--- config.mk ---
export PLATFORM = sky130hd
export DESIGN_NAME = usb_control_endpoint_sequencer
export DESIGN_NICKNAME = d
export VERILOG_FILES = /design/src/hw/rtl/usbcs_pkg.sv /design/src/hw/rtl/usb_control_endpoint_sequencer.sv /design/src/hw/rtl/usbcs_front.sv /design/src/hw/rtl/usbcs_queue.sv /design/src/hw/rtl/usbcs_back.sv
export VERILOG_INCLUDE_DIRS = /design/src /design/src/hw/rtl
export SDC_FILE = /design/constraint.sdc
export NUM_CORES = 1
export LEC_CHECK = 0
export ABC_AREA = 1
export BUFFER_PORTS_ARGS = -buffer_cell sky130_fd_sc_hd__buf_2
export CAP_MARGIN = 20
export CORE_ASPECT_RATIO = 1.25
export CORE_MARGIN = 3
export CORE_UTILIZATION = 64
export DETAILED_ROUTE_END_ITERATION = 10
export PLACE_DENSITY = 0.89
export SLEW_MARGIN = 20
export SYNTH_ARGS = -nofsm -noshare
export SYNTH_HDL_FRONTEND = slang
export SYNTH_SLANG_ARGS = --single-unit
--- constraint.sdc ---
create_clock -name clk -period 6.75 [get_ports clk]
set_clock_uncertainty 0.15 [all_clocks]
set_input_delay 0.675 -clock clk [delete_from_list [all_inputs] [get_ports clk]]
set_output_delay 0.675 -clock clk [all_outputs]
set_load 0.1 [all_outputs]
--- src/hw/rtl/usb_control_endpoint_sequencer_assert.svh ---
// Assertion macros used by the sequencer RTL.
`ifndef USB_CONTROL_ENDPOINT_SEQUENCER_ASSERT_SVH
`define USB_CONTROL_ENDPOINT_SEQUENCER_ASSERT_SVH

// same-cycle implication
`define USBCS_ASSERT_NOW(label, clk, rst, ante, cons) \
  label: assert property (@(posedge clk) disable iff (rst) (ante) |-> (cons)) \
    else $error("usbcs: same-cycle check failed");

// next-cycle implication
`define USBCS_ASSERT_NEXT(label, clk, rst, ante, cons) \
  label: assert property (@(posedge clk) disable iff (rst) (ante) |=> (cons)) \
    else $error("usbcs: next-cycle check failed");

`endif

--- src/hw/rtl/usbcs_pkg.sv ---
package usbcs_pkg;

  // event kinds
  localparam logic [1:0] FN_BUS_RESET = 2'd0;
  localparam logic [1:0] FN_SETUP     = 2'd1;
  localparam logic [1:0] FN_POLL      = 2'd2;
  localparam logic [1:0] FN_IN_DONE   = 2'd3;

  // actions
  localparam logic [1:0] ACT_NONE      = 2'd0;
  localparam logic [1:0] ACT_WRITE     = 2'd1;
  localparam logic [1:0] ACT_SET_ADDR  = 2'd2;
  localparam logic [1:0] ACT_CONFIGURE = 2'd3;

  // data sources
  localparam logic [2:0] SRC_NONE       = 3'd0;
  localparam logic [2:0] SRC_DEVICE     = 3'd1;
  localparam logic [2:0] SRC_CONFIG     = 3'd2;
  localparam logic [2:0] SRC_HID_REPORT = 3'd3;
  localparam logic [2:0] SRC_MOUSE      = 3'd4;

  // device states
  localparam logic [1:0] DEV_DEFAULT    = 2'd0;
  localparam logic [1:0] DEV_ADDRESSED  = 2'd1;
  localparam logic [1:0] DEV_CONFIGURED = 2'd2;

  // setup decoding
  localparam logic [6:0] RT_STD_DEVICE  = 7'h00;
  localparam logic [6:0] RT_STD_IFACE   = 7'h01;
  localparam logic [6:0] RT_CLASS_IFACE = 7'h21;
  localparam logic [7:0] REQ_SET_ADDRESS    = 8'h05;
  localparam logic [7:0] REQ_GET_DESCRIPTOR = 8'h06;
  localparam logic [7:0] REQ_SET_CONFIG     = 8'h09;
  localparam logic [7:0] REQ_SET_IDLE       = 8'h0A;
  localparam logic [7:0] DT_DEVICE     = 8'h01;
  localparam logic [7:0] DT_CONFIG     = 8'h02;
  localparam logic [7:0] DT_HID_REPORT = 8'h22;

  // configuration register indexes
  localparam int CFG_IDX_W = 3;
  localparam int CFG_DATA_W = 8;
  localparam logic [CFG_IDX_W-1:0] CFG_EP0_MPS      = 3'd0;
  localparam logic [CFG_IDX_W-1:0] CFG_HID_EP       = 3'd1;
  localparam logic [CFG_IDX_W-1:0] CFG_HID_EP_TYPE  = 3'd2;
  localparam logic [CFG_IDX_W-1:0] CFG_HID_EP_MPS   = 3'd3;
  localparam logic [CFG_IDX_W-1:0] CFG_HID_DESC_LEN = 3'd4;
  localparam logic [CFG_IDX_W-1:0] CFG_HID_RPT_LEN  = 3'd5;

  localparam int QUEUE_DEPTH = 2;
  localparam int QPTR_W = (QUEUE_DEPTH > 1) ? $clog2(QUEUE_DEPTH) : 1;
  localparam int QCNT_W = $clog2(QUEUE_DEPTH + 1);

  typedef enum logic [5:0] {
    STG_SETUP       = 6'b000001,
    STG_DATA_IN     = 6'b000010,
    STG_DATA_IN_IDLE = 6'b000100,
    STG_DATA_IN_ZERO = 6'b001000,
    STG_STATUS_OUT  = 6'b010000,
    STG_STATUS_IN   = 6'b100000
  } stage_t;

  typedef struct packed {
    logic [1:0]  action;
    logic [3:0]  target_endpoint;
    logic [2:0]  source;
    logic [15:0] source_offset;
    logic [6:0]  packet_length;
    logic [6:0]  device_address;
    logic [1:0]  endpoint_type;
    logic [1:0]  device_state_out;
    logic [2:0]  stage_out;
    logic        last;
  } res_t;

  // one event's results; r1 is valid only with two set
  typedef struct packed {
    res_t r0;
    res_t r1;
    logic two;
  } entry_t;

  function automatic logic [2:0] stage_code(input stage_t s);
    logic [2:0] c;
    c = 3'd0;
    unique case (s)
      STG_SETUP:        c = 3'd0;
      STG_DATA_IN:      c = 3'd1;
      STG_DATA_IN_IDLE: c = 3'd2;
      STG_DATA_IN_ZERO: c = 3'd3;
      STG_STATUS_OUT:   c = 3'd4;
      STG_STATUS_IN:    c = 3'd5;
      default:          c = 3'd0;
    endcase
    return c;
  endfunction

endpackage

--- src/hw/rtl/usb_control_endpoint_sequencer.sv ---
// Channel | Handshake           | Payload
// in      | in_valid / in_stall | func, request_type, request_code, request_value,
//         |                     | request_length, endpoint
// out     | out_valid/out_stall | action .. last (one or two results per item)
// cfg     | cfg_write           | cfg_index, cfg_data
//
// An event is accepted every cycle while the two-entry queue has room; its
// results are built and state updated in the cycle it is accepted.
// Results leave one per cycle while out_stall is low: one result for most events,
// two for SET_CONFIGURATION and an IN completion that sends a ZLP and a report.
// Results are registered in the queue before they appear. Reset is synchronous.
// A held out_stall fills the queue, then raises in_stall.
`include "usb_control_endpoint_sequencer_assert.svh"

module usb_control_endpoint_sequencer (
  input  logic                              clk,
  input  logic                              rst,
  input  logic                              cfg_write,
  input  logic [usbcs_pkg::CFG_IDX_W-1:0]   cfg_index,
  input  logic [usbcs_pkg::CFG_DATA_W-1:0]  cfg_data,
  input  logic                              in_valid,
  output logic                              in_stall,
  input  logic [1:0]                        func,
  input  logic [7:0]                        request_type,
  input  logic [7:0]                        request_code,
  input  logic [15:0]                       request_value,
  input  logic [15:0]                       request_length,
  input  logic [3:0]                        endpoint,
  output logic                              out_valid,
  input  logic                              out_stall,
  output logic [1:0]                        action,
  output logic [3:0]                        target_endpoint,
  output logic [2:0]                        source,
  output logic [15:0]                       source_offset,
  output logic [6:0]                        packet_length,
  output logic [6:0]                        device_address,
  output logic [1:0]                        endpoint_type,
  output logic [1:0]                        device_state_out,
  output logic [2:0]                        stage_out,
  output logic                              last
);

  usbcs_pkg::entry_t new_entry;
  usbcs_pkg::entry_t head;
  usbcs_pkg::res_t   result;
  logic accept;
  logic full;
  logic empty;
  logic pop;

  assign in_stall = full;
  assign accept   = in_valid && !full;

  usbcs_front u_front (
    .clk            (clk),
    .rst            (rst),
    .cfg_write      (cfg_write),
    .cfg_index      (cfg_index),
    .cfg_data       (cfg_data),
    .accept         (accept),
    .func           (func),
    .request_type   (request_type),
    .request_code   (request_code),
    .request_value  (request_value),
    .request_length (request_length),
    .endpoint       (endpoint),
    .entry          (new_entry)
  );

  usbcs_queue u_queue (
    .clk        (clk),
    .rst        (rst),
    .push       (accept),
    .push_entry (new_entry),
    .pop        (pop),
    .head       (head),
    .full       (full),
    .empty      (empty)
  );

  usbcs_back u_back (
    .clk       (clk),
    .rst       (rst),
    .head      (head),
    .empty     (empty),
    .out_stall (out_stall),
    .out_valid (out_valid),
    .result    (result),
    .pop       (pop)
  );

  assign action           = result.action;
  assign target_endpoint  = result.target_endpoint;
  assign source           = result.source;
  assign source_offset    = result.source_offset;
  assign packet_length    = result.packet_length;
  assign device_address   = result.device_address;
  assign endpoint_type    = result.endpoint_type;
  assign device_state_out = result.device_state_out;
  assign stage_out        = result.stage_out;
  assign last             = result.last;

  // a stalled input means a full queue, so results are waiting
  `USBCS_ASSERT_NOW(a_stall_has_output, clk, rst, in_stall, out_valid)
  // a taken non-final result is followed by the second one
  `USBCS_ASSERT_NEXT(a_second_follows, clk, rst, out_valid && !out_stall && !last, out_valid)
  // only a configure or a ZLP opens a two-result event
  `USBCS_ASSERT_NOW(a_first_of_two, clk, rst, out_valid && !last,
    action == usbcs_pkg::ACT_CONFIGURE ||
    (action == usbcs_pkg::ACT_WRITE && source == usbcs_pkg::SRC_NONE))
  // a configure action is always followed by its HID endpoint ZLP
  `USBCS_ASSERT_NOW(a_configure_not_last, clk, rst,
    out_valid && action == usbcs_pkg::ACT_CONFIGURE, !last)

endmodule

--- src/hw/rtl/usbcs_front.sv ---
module usbcs_front (
  input  logic                              clk,
  input  logic                              rst,
  input  logic                              cfg_write,
  input  logic [usbcs_pkg::CFG_IDX_W-1:0]   cfg_index,
  input  logic [usbcs_pkg::CFG_DATA_W-1:0]  cfg_data,
  input  logic                              accept,
  input  logic [1:0]                        func,
  input  logic [7:0]                        request_type,
  input  logic [7:0]                        request_code,
  input  logic [15:0]                       request_value,
  input  logic [15:0]                       request_length,
  input  logic [3:0]                        endpoint,
  output usbcs_pkg::entry_t                 entry
);

  // configuration registers
  logic [6:0] ep0_max_packet;
  logic [3:0] hid_endpoint;
  logic [1:0] hid_ep_type;
  logic [6:0] hid_ep_max_packet;
  logic [7:0] hid_report_desc_length;
  logic [6:0] hid_report_length;

  // transfer state
  usbcs_pkg::stage_t stage, stage_next;
  logic [15:0] remaining, remaining_next;
  logic [2:0]  data_source, data_source_next;
  logic [15:0] data_offset, data_offset_next;
  logic [1:0]  dev_state, dev_state_next;

  always_ff @(posedge clk) begin
    if (rst) begin
      ep0_max_packet         <= 7'd64;
      hid_endpoint           <= 4'd1;
      hid_ep_type            <= 2'd3;
      hid_ep_max_packet      <= 7'd8;
      hid_report_desc_length <= 8'd50;
      hid_report_length      <= 7'd4;
    end else if (cfg_write) begin
      case (cfg_index)
        usbcs_pkg::CFG_EP0_MPS:      ep0_max_packet         <= cfg_data[6:0];
        usbcs_pkg::CFG_HID_EP:       hid_endpoint           <= cfg_data[3:0];
        usbcs_pkg::CFG_HID_EP_TYPE:  hid_ep_type            <= cfg_data[1:0];
        usbcs_pkg::CFG_HID_EP_MPS:   hid_ep_max_packet      <= cfg_data[6:0];
        usbcs_pkg::CFG_HID_DESC_LEN: hid_report_desc_length <= cfg_data;
        usbcs_pkg::CFG_HID_RPT_LEN:  hid_report_length      <= cfg_data[6:0];
        default: ;
      endcase
    end
  end

  always_ff @(posedge clk) begin
    if (rst) begin
      stage       <= usbcs_pkg::STG_SETUP;
      remaining   <= 16'd0;
      data_source <= usbcs_pkg::SRC_NONE;
      data_offset <= 16'd0;
      dev_state   <= usbcs_pkg::DEV_DEFAULT;
    end else if (accept) begin
      stage       <= stage_next;
      remaining   <= remaining_next;
      data_source <= data_source_next;
      data_offset <= data_offset_next;
      dev_state   <= dev_state_next;
    end
  end

  // classify the event and build its results
  always_comb begin
    logic [6:0]  rtype;
    logic [7:0]  dtype;
    logic [6:0]  chunk;
    logic        zlp;
    logic        rpt;
    usbcs_pkg::res_t r0, r1;
    logic        two;

    rtype = request_type[6:0];
    dtype = request_value[15:8];
    chunk = (remaining < {9'd0, ep0_max_packet}) ? remaining[6:0] : ep0_max_packet;
    zlp   = (remaining == 16'd0) && (stage == usbcs_pkg::STG_DATA_IN_ZERO);
    rpt   = (endpoint == hid_endpoint);

    stage_next       = stage;
    remaining_next   = remaining;
    data_source_next = data_source;
    data_offset_next = data_offset;
    dev_state_next   = dev_state;
    r0  = '0;
    r1  = '0;
    two = 1'b0;

    unique case (func)
      usbcs_pkg::FN_BUS_RESET: begin
        remaining_next = 16'd0;
        dev_state_next = usbcs_pkg::DEV_DEFAULT;
        stage_next     = usbcs_pkg::STG_SETUP;
        r0.action      = usbcs_pkg::ACT_SET_ADDR;
      end
      usbcs_pkg::FN_SETUP: begin
        if (rtype == usbcs_pkg::RT_STD_DEVICE) begin
          if (request_code == usbcs_pkg::REQ_GET_DESCRIPTOR) begin
            if (dtype == usbcs_pkg::DT_DEVICE || dtype == usbcs_pkg::DT_CONFIG) begin
              data_source_next = dtype[2:0];
              data_offset_next = 16'd0;
              remaining_next   = request_length;
              stage_next       = usbcs_pkg::STG_DATA_IN;
            end
          end else if (request_code == usbcs_pkg::REQ_SET_ADDRESS) begin
            r0.action         = usbcs_pkg::ACT_SET_ADDR;
            r0.device_address = request_value[6:0];
            dev_state_next    = usbcs_pkg::DEV_ADDRESSED;
            stage_next        = usbcs_pkg::STG_STATUS_IN;
          end else if (request_code == usbcs_pkg::REQ_SET_CONFIG) begin
            r0.action          = usbcs_pkg::ACT_CONFIGURE;
            r0.target_endpoint = hid_endpoint;
            r0.packet_length   = hid_ep_max_packet;
            r0.endpoint_type   = hid_ep_type;
            r1.action          = usbcs_pkg::ACT_WRITE;
            r1.target_endpoint = hid_endpoint;
            two                = 1'b1;
            dev_state_next     = usbcs_pkg::DEV_CONFIGURED;
            stage_next         = usbcs_pkg::STG_STATUS_IN;
          end
        end else if (rtype == usbcs_pkg::RT_CLASS_IFACE) begin
          if (request_code == usbcs_pkg::REQ_SET_IDLE) begin
            stage_next = usbcs_pkg::STG_STATUS_IN;
          end
        end else if (rtype == usbcs_pkg::RT_STD_IFACE) begin
          if (request_code == usbcs_pkg::REQ_GET_DESCRIPTOR &&
              dtype == usbcs_pkg::DT_HID_REPORT) begin
            data_source_next = usbcs_pkg::SRC_HID_REPORT;
            data_offset_next = 16'd0;
            remaining_next   = {8'd0, hid_report_desc_length};
            stage_next       = usbcs_pkg::STG_DATA_IN;
          end
        end
      end
      usbcs_pkg::FN_POLL: begin
        if (stage == usbcs_pkg::STG_DATA_IN) begin
          r0.action        = usbcs_pkg::ACT_WRITE;
          r0.source        = data_source;
          r0.source_offset = data_offset;
          r0.packet_length = chunk;
          remaining_next   = remaining - {9'd0, chunk};
          data_offset_next = data_offset + {9'd0, chunk};
          if (remaining_next != 16'd0) begin
            stage_next = usbcs_pkg::STG_DATA_IN_IDLE;
          end else if (chunk == ep0_max_packet) begin
            // final chunk was full: a zero-length packet must follow
            stage_next = usbcs_pkg::STG_DATA_IN_ZERO;
          end else begin
            stage_next = usbcs_pkg::STG_STATUS_OUT;
          end
        end else if (stage == usbcs_pkg::STG_STATUS_OUT) begin
          stage_next = usbcs_pkg::STG_SETUP;
        end else if (stage == usbcs_pkg::STG_STATUS_IN) begin
          r0.action  = usbcs_pkg::ACT_WRITE;
          stage_next = usbcs_pkg::STG_SETUP;
        end
      end
      usbcs_pkg::FN_IN_DONE: begin
        if (remaining != 16'd0) begin
          stage_next = usbcs_pkg::STG_DATA_IN;
        end else if (zlp) begin
          stage_next = usbcs_pkg::STG_STATUS_OUT;
        end
        if (zlp) begin
          r0.action = usbcs_pkg::ACT_WRITE;
          if (rpt) begin
            r1.action          = usbcs_pkg::ACT_WRITE;
            r1.target_endpoint = endpoint;
            r1.source          = usbcs_pkg::SRC_MOUSE;
            r1.packet_length   = hid_report_length;
            two                = 1'b1;
          end
        end else if (rpt) begin
          r0.action          = usbcs_pkg::ACT_WRITE;
          r0.target_endpoint = endpoint;
          r0.source          = usbcs_pkg::SRC_MOUSE;
          r0.packet_length   = hid_report_length;
        end
      end
      default: ;
    endcase

    r0.device_state_out = dev_state_next;
    r0.stage_out        = usbcs_pkg::stage_code(stage_next);
    r0.last             = !two;
    r1.device_state_out = dev_state_next;
    r1.stage_out        = usbcs_pkg::stage_code(stage_next);
    r1.last             = 1'b1;

    entry.r0  = r0;
    entry.r1  = r1;
    entry.two = two;
  end

endmodule

--- src/hw/rtl/usbcs_queue.sv ---
module usbcs_queue (
  input  logic              clk,
  input  logic              rst,
  input  logic              push,
  input  usbcs_pkg::entry_t push_entry,
  input  logic              pop,
  output usbcs_pkg::entry_t head,
  output logic              full,
  output logic              empty
);

  usbcs_pkg::entry_t mem [usbcs_pkg::QUEUE_DEPTH];
  logic [usbcs_pkg::QPTR_W-1:0] wr_ptr;
  logic [usbcs_pkg::QPTR_W-1:0] rd_ptr;
  logic [usbcs_pkg::QCNT_W-1:0] count;

  localparam logic [usbcs_pkg::QCNT_W-1:0] DEPTH_CNT =
    usbcs_pkg::QCNT_W'(usbcs_pkg::QUEUE_DEPTH);
  localparam logic [usbcs_pkg::QPTR_W-1:0] LAST_PTR =
    usbcs_pkg::QPTR_W'(usbcs_pkg::QUEUE_DEPTH - 1);

  assign full  = (count == DEPTH_CNT);
  assign empty = (count == '0);
  assign head  = mem[rd_ptr];

  always_ff @(posedge clk) begin
    if (push) begin
      mem[wr_ptr] <= push_entry;
    end
  end

  always_ff @(posedge clk) begin
    if (rst) begin
      wr_ptr <= '0;
      rd_ptr <= '0;
      count  <= '0;
    end else begin
      if (push) begin
        wr_ptr <= (wr_ptr == LAST_PTR) ? '0 : wr_ptr + 1'b1;
      end
      if (pop) begin
        rd_ptr <= (rd_ptr == LAST_PTR) ? '0 : rd_ptr + 1'b1;
      end
      case ({push, pop})
        2'b10:   count <= count + 1'b1;
        2'b01:   count <= count - 1'b1;
        default: ;
      endcase
    end
  end

endmodule

--- src/hw/rtl/usbcs_back.sv ---
module usbcs_back (
  input  logic              clk,
  input  logic              rst,
  input  usbcs_pkg::entry_t head,
  input  logic              empty,
  input  logic              out_stall,
  output logic              out_valid,
  output usbcs_pkg::res_t   result,
  output logic              pop
);

  // 0: first result of the head entry, 1: second
  logic phase;
  logic taken;

  assign out_valid = !empty;
  assign result    = phase ? head.r1 : head.r0;
  assign taken     = out_valid && !out_stall;
  assign pop       = taken && result.last;

  always_ff @(posedge clk) begin
    if (rst) begin
      phase <= 1'b0;
    end else if (taken) begin
      phase <= !result.last;
    end
  end

endmodule
; Word-level counts from Yosys, hierarchy flattened
; Memories as Yosys holds them, arrays and structs flattened. A register that Yosys moved wholly into a read port is not among the register bits.
; Index checks and enable logic that the tools add are counted.
[word_totals]
mem_count = 1
elab_cells = 192
regBits = 83
ramBits = 138
[op_classes]
eq_ne = 40
mux = 97
n_reduce_logical = 32
add_sub_neg = 6
n_lt_le_gt_ge = 1
[mem_list]
columns = memory, depth, word_bits, rd, rd_clocked_by_memory_dff, wr, line
row1 = u_queue.mem, 2, 69, 1, 1, 1, usbcs_queue.sv:12  ; usbcs_pkg::entry_t mem [usbcs_pkg::QUEUE_DEPTH];
[op_table]
columns = cell, count
row1 = 16-bit two-way mux, 17
row2 = 6-bit two-way mux, 21
row3 = 7-bit two-way mux, 9
row4 = 16-bit one-hot mux with 3 select lines, 1
row5 = 47-bit two-way mux, 1
row6 = 16-bit one-hot mux with 2 select lines, 1
row7 = 16-bit nonzero test, 2
row8 = 26-bit two-way mux, 1
row9 = 6-bit one-hot mux with 4 select lines, 1
row10 = 3-bit two-way mux, 7
row11 = 7-bit one-hot mux with 3 select lines, 1
row12 = 2-bit two-way mux, 9
row13 = 16-bit by 7-bit adder with 16-bit output, 1
row14 = 8-bit by 3-bit equality test with 1-bit output (second input constant), 2
row15 = 8-bit by 4-bit equality test with 1-bit output (second input constant), 2
row16 = 16-bit logical NOT, 1
row17 = 16-bit by 7-bit < comparator with 1-bit output, 1
row18 = 8-bit two-way mux, 2
row19 = 8-bit AND reduction, 2
row20 = 16-bit by 7-bit subtractor with 16-bit output, 1
row21 = 3-bit one-hot mux with 5 select lines, 1
row22 = 1-bit two-way mux, 14
row23 = 6-bit by 2-bit equality test with 1-bit output (second input constant), 2
row24 = 6-bit by 4-bit equality test with 1-bit output (second input constant), 2
row25 = other kinds (42), 74

; Longest topological paths before layout
; Gate-level depths: netlist (run 1).
[logic_depth]
word_depth = 9
mapped_depth = 31
mapped_depth_nobuf = 31

; By module
; Synthesis (run 1) repeated with hierarchy kept, for this count alone.
[unflattened]
hier_cells = 1502
hier_area_um2 = 14094.8
[modules_own_cells]
columns = module, cells_each, instances, area_each_um2, seq_area_each_um2
row1 = usbcs_queue, 329, 1, 7290.7, 5805.6
row2 = usbcs_front, 1007, 1, 6090.8, 1561.5
row3 = usbcs_back, 164, 1, 703.2, 20.0
row4 = usb_control_endpoint_sequencer, 2, 1, 10.0, 0.0

; Worst setup path after synthesis (run 1)
; Ideal clock, no wire load.
[synth_timing]
path_kind = input to register
startpoint = in in_valid
endpoint = mem u_queue.mem[1][10] in the netlist's numbering, enable pin
arrival_ns = 3.366
slack_ns = 2.754
setup_ns = 0.480
path_stages = 2
cell_sequence = o21ai_2 > nor2_1
[synth_between]
elab_chain_cells = 3
[synth_rtl]
columns = item, line
row1 = from (decl), usb_control_endpoint_sequencer.sv:21  ; input logic in_valid,
row2 = 1-bit logical AND, usb_control_endpoint_sequencer.sv:52  ; assign accept = in_valid && !full;
row3 = 1-bit two-way mux, usbcs_queue.sv:27  ; if (push) begin
row4 = 1-bit two-way mux (implied by the code), usbcs_queue.sv:28  ; mem[wr_ptr] <= push_entry;
row5 = to (decl), usbcs_queue.sv:12
; No other way between the ends.

==> metrics.md, run 1 <==
| Metric | Value |
|---|---|
| Outcome | `finished clean` |
| Worst Path Max Fanout | `9` |
| Ys flop type | `edfxtp_1` |
| Fraction of registers with async set/reset | `0` |
| Worst skew pair latency | `500 ps` |
| Final hold violation count | `0` |
| Total gr overflow | `0` |
| 1st-pass router iterations | `5` |
| Design area | `0.0120 mm2` |
| Nets@finish | `1,514` |
| Synth top area share | `0.339` |
| TritonCTS buffer count | `20` |
| Max-Cap Viols | `0` |
| I/O pin cnt | `119` |
| Min Tclk post-route | `4690 ps` |
| DRT antenna net count | `0` |
| Fin crit share | `0.694` |
| Number of global-route vias before repair | `9,057` |
| Pin slew with the least headroom to its limit | `1150 ps` |
| TritonCTS clock tree | `built` |
| Final Max Slew Viols | `0` |
| Routed len/inst | `16.7 um` |
| Cell row count | `52` |
| Post-synthesis cell area | `0.0106 mm2` |
| Worst vdd ir | `225 uV` |
| Pwr per Cell Area | `345 mW/mm2` |
| Worst Path Required | `6820 ps` |
| Initial DRC count | `830` |
| Kind of critical path | `flip-flop to flip-flop` |
| Avg Vias per Cell | `5.82` |
| Largest net degree at the start of global routing | `62` |
| Final core occ | `0.741` |
| Multi-input gate area | `0.00458 mm2` |
| Gates resized, CTS repair | `0` |
| Synthesized instance count | `1,311` |
| Worst relative slew slack | `0.231` |
| Distinct cells, synth | `52` |
| Dpl cell area | `0.0114 mm2` |
| Most frequent cells in the layout | `247 x nand2_1, 223 x nor2_1, 144 x inv_1` |
| Gpl congestion | `0.941` |
| Fmax | `0.213 GHz` |
| Clock Path Buffers | `3` |
| Setup ws final | `2060 ps` |
| Element type at the critical path start | `flip-flop` |
| Post-synthesis sequential area ratio | `0.498` |
| H-tree Lvls | `1` |
| Net Count, Synth | `1,410` |
| Initial antenna violation count | `0` |
| Synthesized area per cell | `8.10 um2` |
| Core area | `0.0162 mm2` |
| Die Span Y | `150 um` |
| Post-synth EDFFs | `120` |
| Starting Density | `0.655` |
| Fill cell count | `1,203` |
| Finish-stage setup viols | `0` |
| RSZ-0062 raised after global routing | `false` |
| Setup crit end kind | `flip-flop` |
| Yosys reg bits | `204` |
| I/O Buffers | `116` |
| CP arrival | `4750 ps` |
| Area occupied by registers | `0.00529 mm2` |
| LEAKAGE | `5.05 nW` |
| ANT cells | `0` |
| Largest area contributor in the netlist | `edfxtp_1` |
| Post-cts hold buffer count | `0` |
| Ys Warns | `0` |
| P&R area growth vs syn | `13.1%` |
| Share of cells above drive strength 1 | `0.146` |
| # clock sinks | `204` |
| DP HPWL | `19,300 um` |
| Reg clk slew, reported paths | `60 ps` |
| Post-CTS Setup Inserts | `0` |
| Worst Hold Class | `input pin to flip-flop` |
| Drt total wl | `27,400 um` |
| First-pass GRT wire length | `43,100 um` |
| DR DRC count | `0` |
| All-Layer GR Usage | `0.295` |
| Clock root cell | `clkbuf_16` |
| Commonest non-fill, non-tap cell in the layout | `nand2_1` |
| TNS Setup | `0 ps` |
| Die area | `0.0182 mm2` |
| Top post-synthesis cells by area | `edfxtp_1 34%, dfxtp_1 16%, nand2_1 8.7%` |
| Vias | `9,579` |
| Worst slack, placed | `2180 ps` |
| DIE WIDTH | `121 um` |
## state kept, by name, indices dropped and copies added, names as in the netlist, 2 cells and up, named ones only
| name | cells |
|---|---|
| u_queue.count | 2 |
| u_front.hid_ep_type | 2 |
| u_front.ep0_max_packet | 7 |
| u_front.dev_state | 2 |
| u_front.remaining | 16 |
| u_queue.mem | 120 |
| u_front.data_source | 3 |
| u_front.hid_endpoint | 4 |
| u_front.hid_report_length | 7 |
| u_front.stage | 6 |
| u_front.data_offset | 16 |
| u_front.hid_report_desc_length | 8 |
| u_front.hid_ep_max_packet | 7 |
## synthesized netlist by cell type (2+ instances only)
cell and n:
a211oi_1 5, a21oi_1 82, a21oi_2 2, a22oi_1 4, a31oi_1 9, buf_2 5
clkbuf_1 34, clkinv_1 5, dfxtp_1 84, edfxtp_1 120, fa_1 2, ha_1 27
inv_1 144, inv_2 7, nand2_1 247, nand2_2 13, nand3_1 43, nand3_2 6
nand3b_1 2, nand4_1 17, nor2_1 225, nor2_2 8, nor2_4 4, nor3_1 15
nor3_4 2, nor4_1 4, nor4_2 2, o211ai_1 11, o21ai_0 125, o21ai_1 7
o22ai_1 20, or2_1 2, xnor2_1 4, xor2_1 6
## path summary, 6_finish.rpt
path | start | to | slack [ps] | depth (start not counted)
setup reg to reg | u_front.ep0_max_packet[3] | u_queue.mem[1][23] | 2060 | 26
hold reg to reg | u_front.data_offset[14] | u_front.data_offset[14] | 320 | 2
hold / removal | cfg_data[7] | u_front.hid_report_desc_length[7] | 270 | 3
setup / recovery | u_front.ep0_max_packet[3] | u_queue.mem[1][23] | 2060 | 26
## report_power, final
group          switching, W  internal (W)  total [W]
clock              0.000467      0.000633    0.00110
sequential        0.0000472       0.00143    0.00148
combinational       0.00132      0.000243    0.00156
## through the flow
stage / hold WS (ps) / cells / total power (W)
CTS: 272 / 1645 / 0.00414
global route: 309 / 1645 / 0.00429
detailed placement: 307 / 1609 / 0.00306
finish: 270 / 1645 / 0.00414
global placement: 285 / 1609 / 0.00303
floorplan: 269 / 1311 / 0.00279
## logic make-up (layout without fill, tap and decap cells)
| kind of cell | Yosys count | count (layout) | share of synthesized area |
|---|---|---|---|
| xor+xnor | 10 | 10 | 0.00825 |
| buf+inv | 199 | 317 | 0.0726 |
| fa+ha+maj | 29 | 29 | 0.0356 |
| compound gates | 272 | 272 | 0.140 |
| flops | 204 | 204 | 0.498 |
| simple gates | 597 | 597 | 0.246 |
## worst max-delay path, stage by stage (launching register included)
cell and delay, ps:
dfxtp_1 380, inv_1 70, ha_1 290, nand2_1 50
o21ai_0 180, nand2_1 150, nand2_2 160, inv_2 90
o21ai_0 640, inv_1 100, ha_1 370, nand2_1 80
nand2_1 90, a21oi_1 270, nand2_2 130, o21ai_1 130
nand2_1 60, inv_1 90, nand3_1 110, nor2_2 180
nand3_1 110, nand2_1 70, nand2_1 50, nand2_2 90
nand2_2 80, nand3_1 100, nand3_1 110
## final cells by class
type / count / share of cell area
timing repair buffer: 123 / 0.0527
sequential: 204 / 0.440
clock inverter: 10 / 0.00656
tap: 216 / 0.0225
multi-input combinational: 908 / 0.381
clock buffer: 26 / 0.0471
inverter: 158 / 0.0499
## per-layer routing
| metal | GRT usage | share of wire | up-vias |
|---|---|---|---|
| met5 | 0 | 0 | - |
| met4 | 0.139 | 0.046 | 0 |
| met3 | 0.0302 | 0.070 | 106 |
| met2 | 0.524 | 0.50 | 468 |
| met1 | 0.360 | 0.38 | 4412 |
| li1 | - | - | 4593 |
Power figures use the tool's default switching activity.
==> run 2: changes to the inputs <==
Settings changed: ABC_AREA 1 to 0, CORE_UTILIZATION 64 to 59, PLACE_DENSITY 0.89 to 0.83.
Clock period 6.75 ns to 4.8 ns, I/O delays scaled along.
==> run 2 against run 1 <==
Against the previous run: flip-flop and latch count did not move; fmax fell by 1.0%; clock-buffer cell count fell by 1; cell area rose by 1.9%; first-iteration DRC count rose by 2.3%; core utilization fell by 1.8 points; non-clock buffer count rose by 50; critical path type unchanged; largest cell class unchanged.
==> metrics.md, run 2 <==
| Metric | Value |
|---|---|
| Post-synth EDFFs | `120 (unchanged)` |
| Largest register by flop count | `u_queue.mem` |
| Setup crit end kind | `flip-flop` |
| Initial DRC count | `849 (+2.3%)` |
| Largest registers | `u_queue.mem: 120 flops, u_front.data_offset: 16 flops, u_front.remaining: 16 flops` |
| Worst Path Max Fanout | `9 (unchanged)` |
| DP HPWL | `18,800 um (-2.8%)` |
| Dpl cell area | `0.0113 mm2 (-0.18%)` |
| Commonest non-fill, non-tap cell in the layout | `edfxtp_1` |
| Die Span Y | `153 um (+2.3%)` |
| First-pass GRT wire length | `42,800 um (-0.58%)` |
| Routed len/inst | `20.3 um (+22%)` |
| CP startpoint | `u_front.remaining[7]` |
| Die area | `0.0190 mm2 (+4.6%)` |
| Fraction of the mapped netlist area in adder cells | `0.0368 (+0.00124)` |
| Post-cts hold buffer count | `0 (unchanged)` |
| CP arrival | `4880 ps (+130 ps)` |
| DRT antenna net count | `0 (unchanged)` |
| R2R cell count | `18 (-31%)` |
| Crit-path cells | `or4_4 > or4_4 > nor4_4 > o211ai_2 > buf_6 > mux2_2 > inv_1 > ha_4 > buf_6 > or3_1 > o21a_1 > o41a_1 > o22ai_2 > and4bb_1 > a31oi_2 > buf_4 > o21bai_2 > a211oi_2` |
| TNS Setup | `0 ps (unchanged)` |
| Clock root cell | `clkbuf_16` |
| Synthesized area per cell | `10.4 um2 (+28%)` |
| Final Max Slew Viols | `0 (unchanged)` |
| Max reg flops | `120 (unchanged)` |
| Share of cells above drive strength 1 | `0.237 (+0.0909)` |
| Worst skew pair latency | `490 ps (about the same)` |
| Slowest stage delay, CP | `540 ps (-100 ps)` |
| Ys flop type | `edfxtp_1` |
| Yosys reg bits | `204 (unchanged)` |
| P&R area growth vs syn | `19.2%` |
| Largest area contributor in the netlist | `edfxtp_1` |
| DIE WIDTH | `124 um (+2.3%)` |
| Worst Hold Class | `input pin to flip-flop` |
| Core area | `0.0169 mm2 (+4.4%)` |
| Starting Density | `0.607 (-0.0486)` |
| # clock sinks | `204 (unchanged)` |
| Drt total wl | `27,700 um (+1.2%)` |
| Pin slew with the least headroom to its limit | `952 ps (-193 ps)` |
| Slowest-stage cell, CP | `or4_4` |
| Min Tclk post-route | `4740 ps (+48.4 ps)` |
| Design area | `0.0122 mm2 (+1.9%)` |
| DR DRC count | `0 (unchanged)` |
| Gpl congestion | `0.963 (+2.4%)` |
| Cell row count | `53 (+1.9%)` |
| Avg Vias per Cell | `6.28 (+7.8%)` |
| Max-Cap Viols | `0 (unchanged)` |
| RR Endpoint | `u_queue.mem[1][24]` |
| Vias | `8,595 (-10%)` |
| Nets@finish | `1,232 (-19%)` |
| Outcome | `finished clean` |
| Number of global-route vias before repair | `8,378 (-7.5%)` |
| H-tree Lvls | `1 (unchanged)` |
| Post-synth top cells | `120 x edfxtp_1, 108 x nand2_1, 102 x nor2_1` |
| Setup ws final | `64.4 ps (-2000 ps)` |
| Top post-synthesis cells by area | `edfxtp_1 35%, dfxtp_1 16%, mux2i_1 4.0%` |
| Clock Path Buffers | `3 (unchanged)` |
| Post-Synth Simple-Gate Area | `0.180 (-0.0658)` |
| Net Count, Synth | `1,085 (-23%)` |
| LEAKAGE | `4.81 nW (-4.8%)` |
| Most common cell in the netlist | `edfxtp_1` |
| Fraction of synthesized area in multiplexers | `0.0806 (+0.0806)` |
| Finish-stage setup viols | `0 (unchanged)` |
| Distinct cells, synth | `69 (+33%)` |
| Worst Path Required | `4940 ps (-1880 ps)` |
| Reg clk slew, reported paths | `60 ps (about the same)` |
| Compound-Gate Fraction of Synth Area | `0.127 (-0.0125)` |
| Fin crit share | `0.987 (+0.292)` |
| 1st-pass router iterations | `5 (unchanged)` |
| RSZ-0062 raised after global routing | `true` |
| I/O pin cnt | `119 (unchanged)` |
| Kind of critical path | `flip-flop to flip-flop` |
| XOR/XNOR Fraction of Synth Area | `0.0290 (+0.0208)` |
| Initial antenna violation count | `2 (+2)` |
| Fmax | `0.211 GHz (-1.0%)` |
| Element type at the critical path start | `flip-flop` |
| TritonCTS clock tree | `built` |
| Most frequent cells in the layout | `120 x edfxtp_1, 116 x buf_2, 106 x nand2_1` |
| Fin Hold WS | `77.4 ps (-193 ps)` |
| Worst slack, placed | `-154 ps (-2340 ps)` |
| Total gr overflow | `0 (unchanged)` |
| Critical Path Sink | `u_queue.mem[1][24]` |
| TritonCTS buffer count | `21 (+5.0%)` |
| Main combinational cell family by area after synthesis | `simple AND/OR/NAND/NOR gates` |
| Final hold violation count | `0 (unchanged)` |
| All-Layer GR Usage | `0.284 (-0.0114)` |
| Fraction of registers with async set/reset | `0 (unchanged)` |
| Largest net degree at the start of global routing | `61 (-1.6%)` |
| Worst hold path depth | `3 (unchanged)` |
| Worst R2R Setup Slack | `60 ps (-2000 ps)` |
| Post-synthesis cell area | `0.0103 mm2 (-3.4%)` |
| Synthesized instance count | `986 (-25%)` |
| Synth top area share | `0.351 (+0.0118)` |
| Worst vdd ir | `282 uV (+25%)` |
| Pwr per Cell Area | `500 mW/mm2 (+45%)` |
| Worst relative slew slack | `0.363 (+0.132)` |
| Worst r2r src | `u_front.remaining[7]` |
| Ys Warns | `0 (unchanged)` |
| I/O Buffers | `116 (unchanged)` |
| Post-synthesis sequential area ratio | `0.515 (+0.0173)` |
==> run 2: cell count changes after synthesis, moves of 21 or more <==
cell and delta:
and2_1 +23, o21ai_0 -97, mux2i_1 +41, nor2_1 -123, and3_1 +21, nand2_1 -139
inv_1 -112
==> run 2: metrics by stage <==
step           cells  utilization  power (W)
6_report        1369        0.723    0.00612
3_5_place_dp    1324        0.671    0.00455
5_1_grt         1369        0.723    0.00632
2_1_floorplan    986            -    0.00411
4_1_cts         1364        0.715    0.00610
3_3_place_gp    1324        0.671    0.00451
==> run 2: worst min-delay path by stage <==
stage                                            startpoint  slack [ps]                                 to
after floorplan           u_front.hid_report_desc_length[5]         290  u_front.hid_report_desc_length[5]
after global placement         u_front.hid_ep_max_packet[1]         290       u_front.hid_ep_max_packet[1]
after detailed placement       u_front.hid_ep_max_packet[6]         300       u_front.hid_ep_max_packet[6]
after CTS                                       cfg_data[7]          70  u_front.hid_report_desc_length[7]
after global routing                            cfg_data[7]         110  u_front.hid_report_desc_length[7]
final                                           cfg_data[7]          80  u_front.hid_report_desc_length[7]
==> run 2: critical path: cells and delay by family (launching register included) <==
| family | cells | cell delay (ps) |
|---|---|---|
| simple gates | 5 | 1790 |
| compound gates | 7 | 1240 |
| buf+inv | 4 | 550 |
| flops | 1 | 310 |
| mux | 1 | 280 |
| fa+ha+maj | 1 | 220 |
==> run 2: area by class of cell <==
type	count	area, um2
Clock inverter	12	91.3
Sequential cell	204	5290
Inverter	33	124
Timing Repair Buffer	173	1020
Antenna cell	2	5.00
Clock buffer	25	551
Multi-Input combinational cell	700	4890
Fill cell	1174	4680
Tap cell	220	275
==> run 2: kinds of logic after synthesis <==
logic type | Yosys count
XOR/XNOR | 34
buffers and inverters | 82
AND/OR/NAND/NOR | 377
flip-flops | 204
AO/OA/AOI/OAI | 195
adder cells (fa/ha/maj) | 29
multiplexers | 65
==> run 2: power breakdown <==
group	switching, W	internal [W]
Clock	0.000667	0.000876
Combinational	0.00185	0.000529
Sequential	0.000123	0.00207
==> run 2: repair_timing <==
action	CTS	global route
buffers inserted	3	3
pin swaps	10	14
setup endpoints to repair	6	13
resized for setup	13	29
==> run 2: layer usage <==
metal | track usage | share of wire
met2 | 0.490 | 0.50
met1 | 0.367 | 0.38
met4 | 0.110 | 0.041
met5 | 0 | 0
met3 | 0.0241 | 0.072
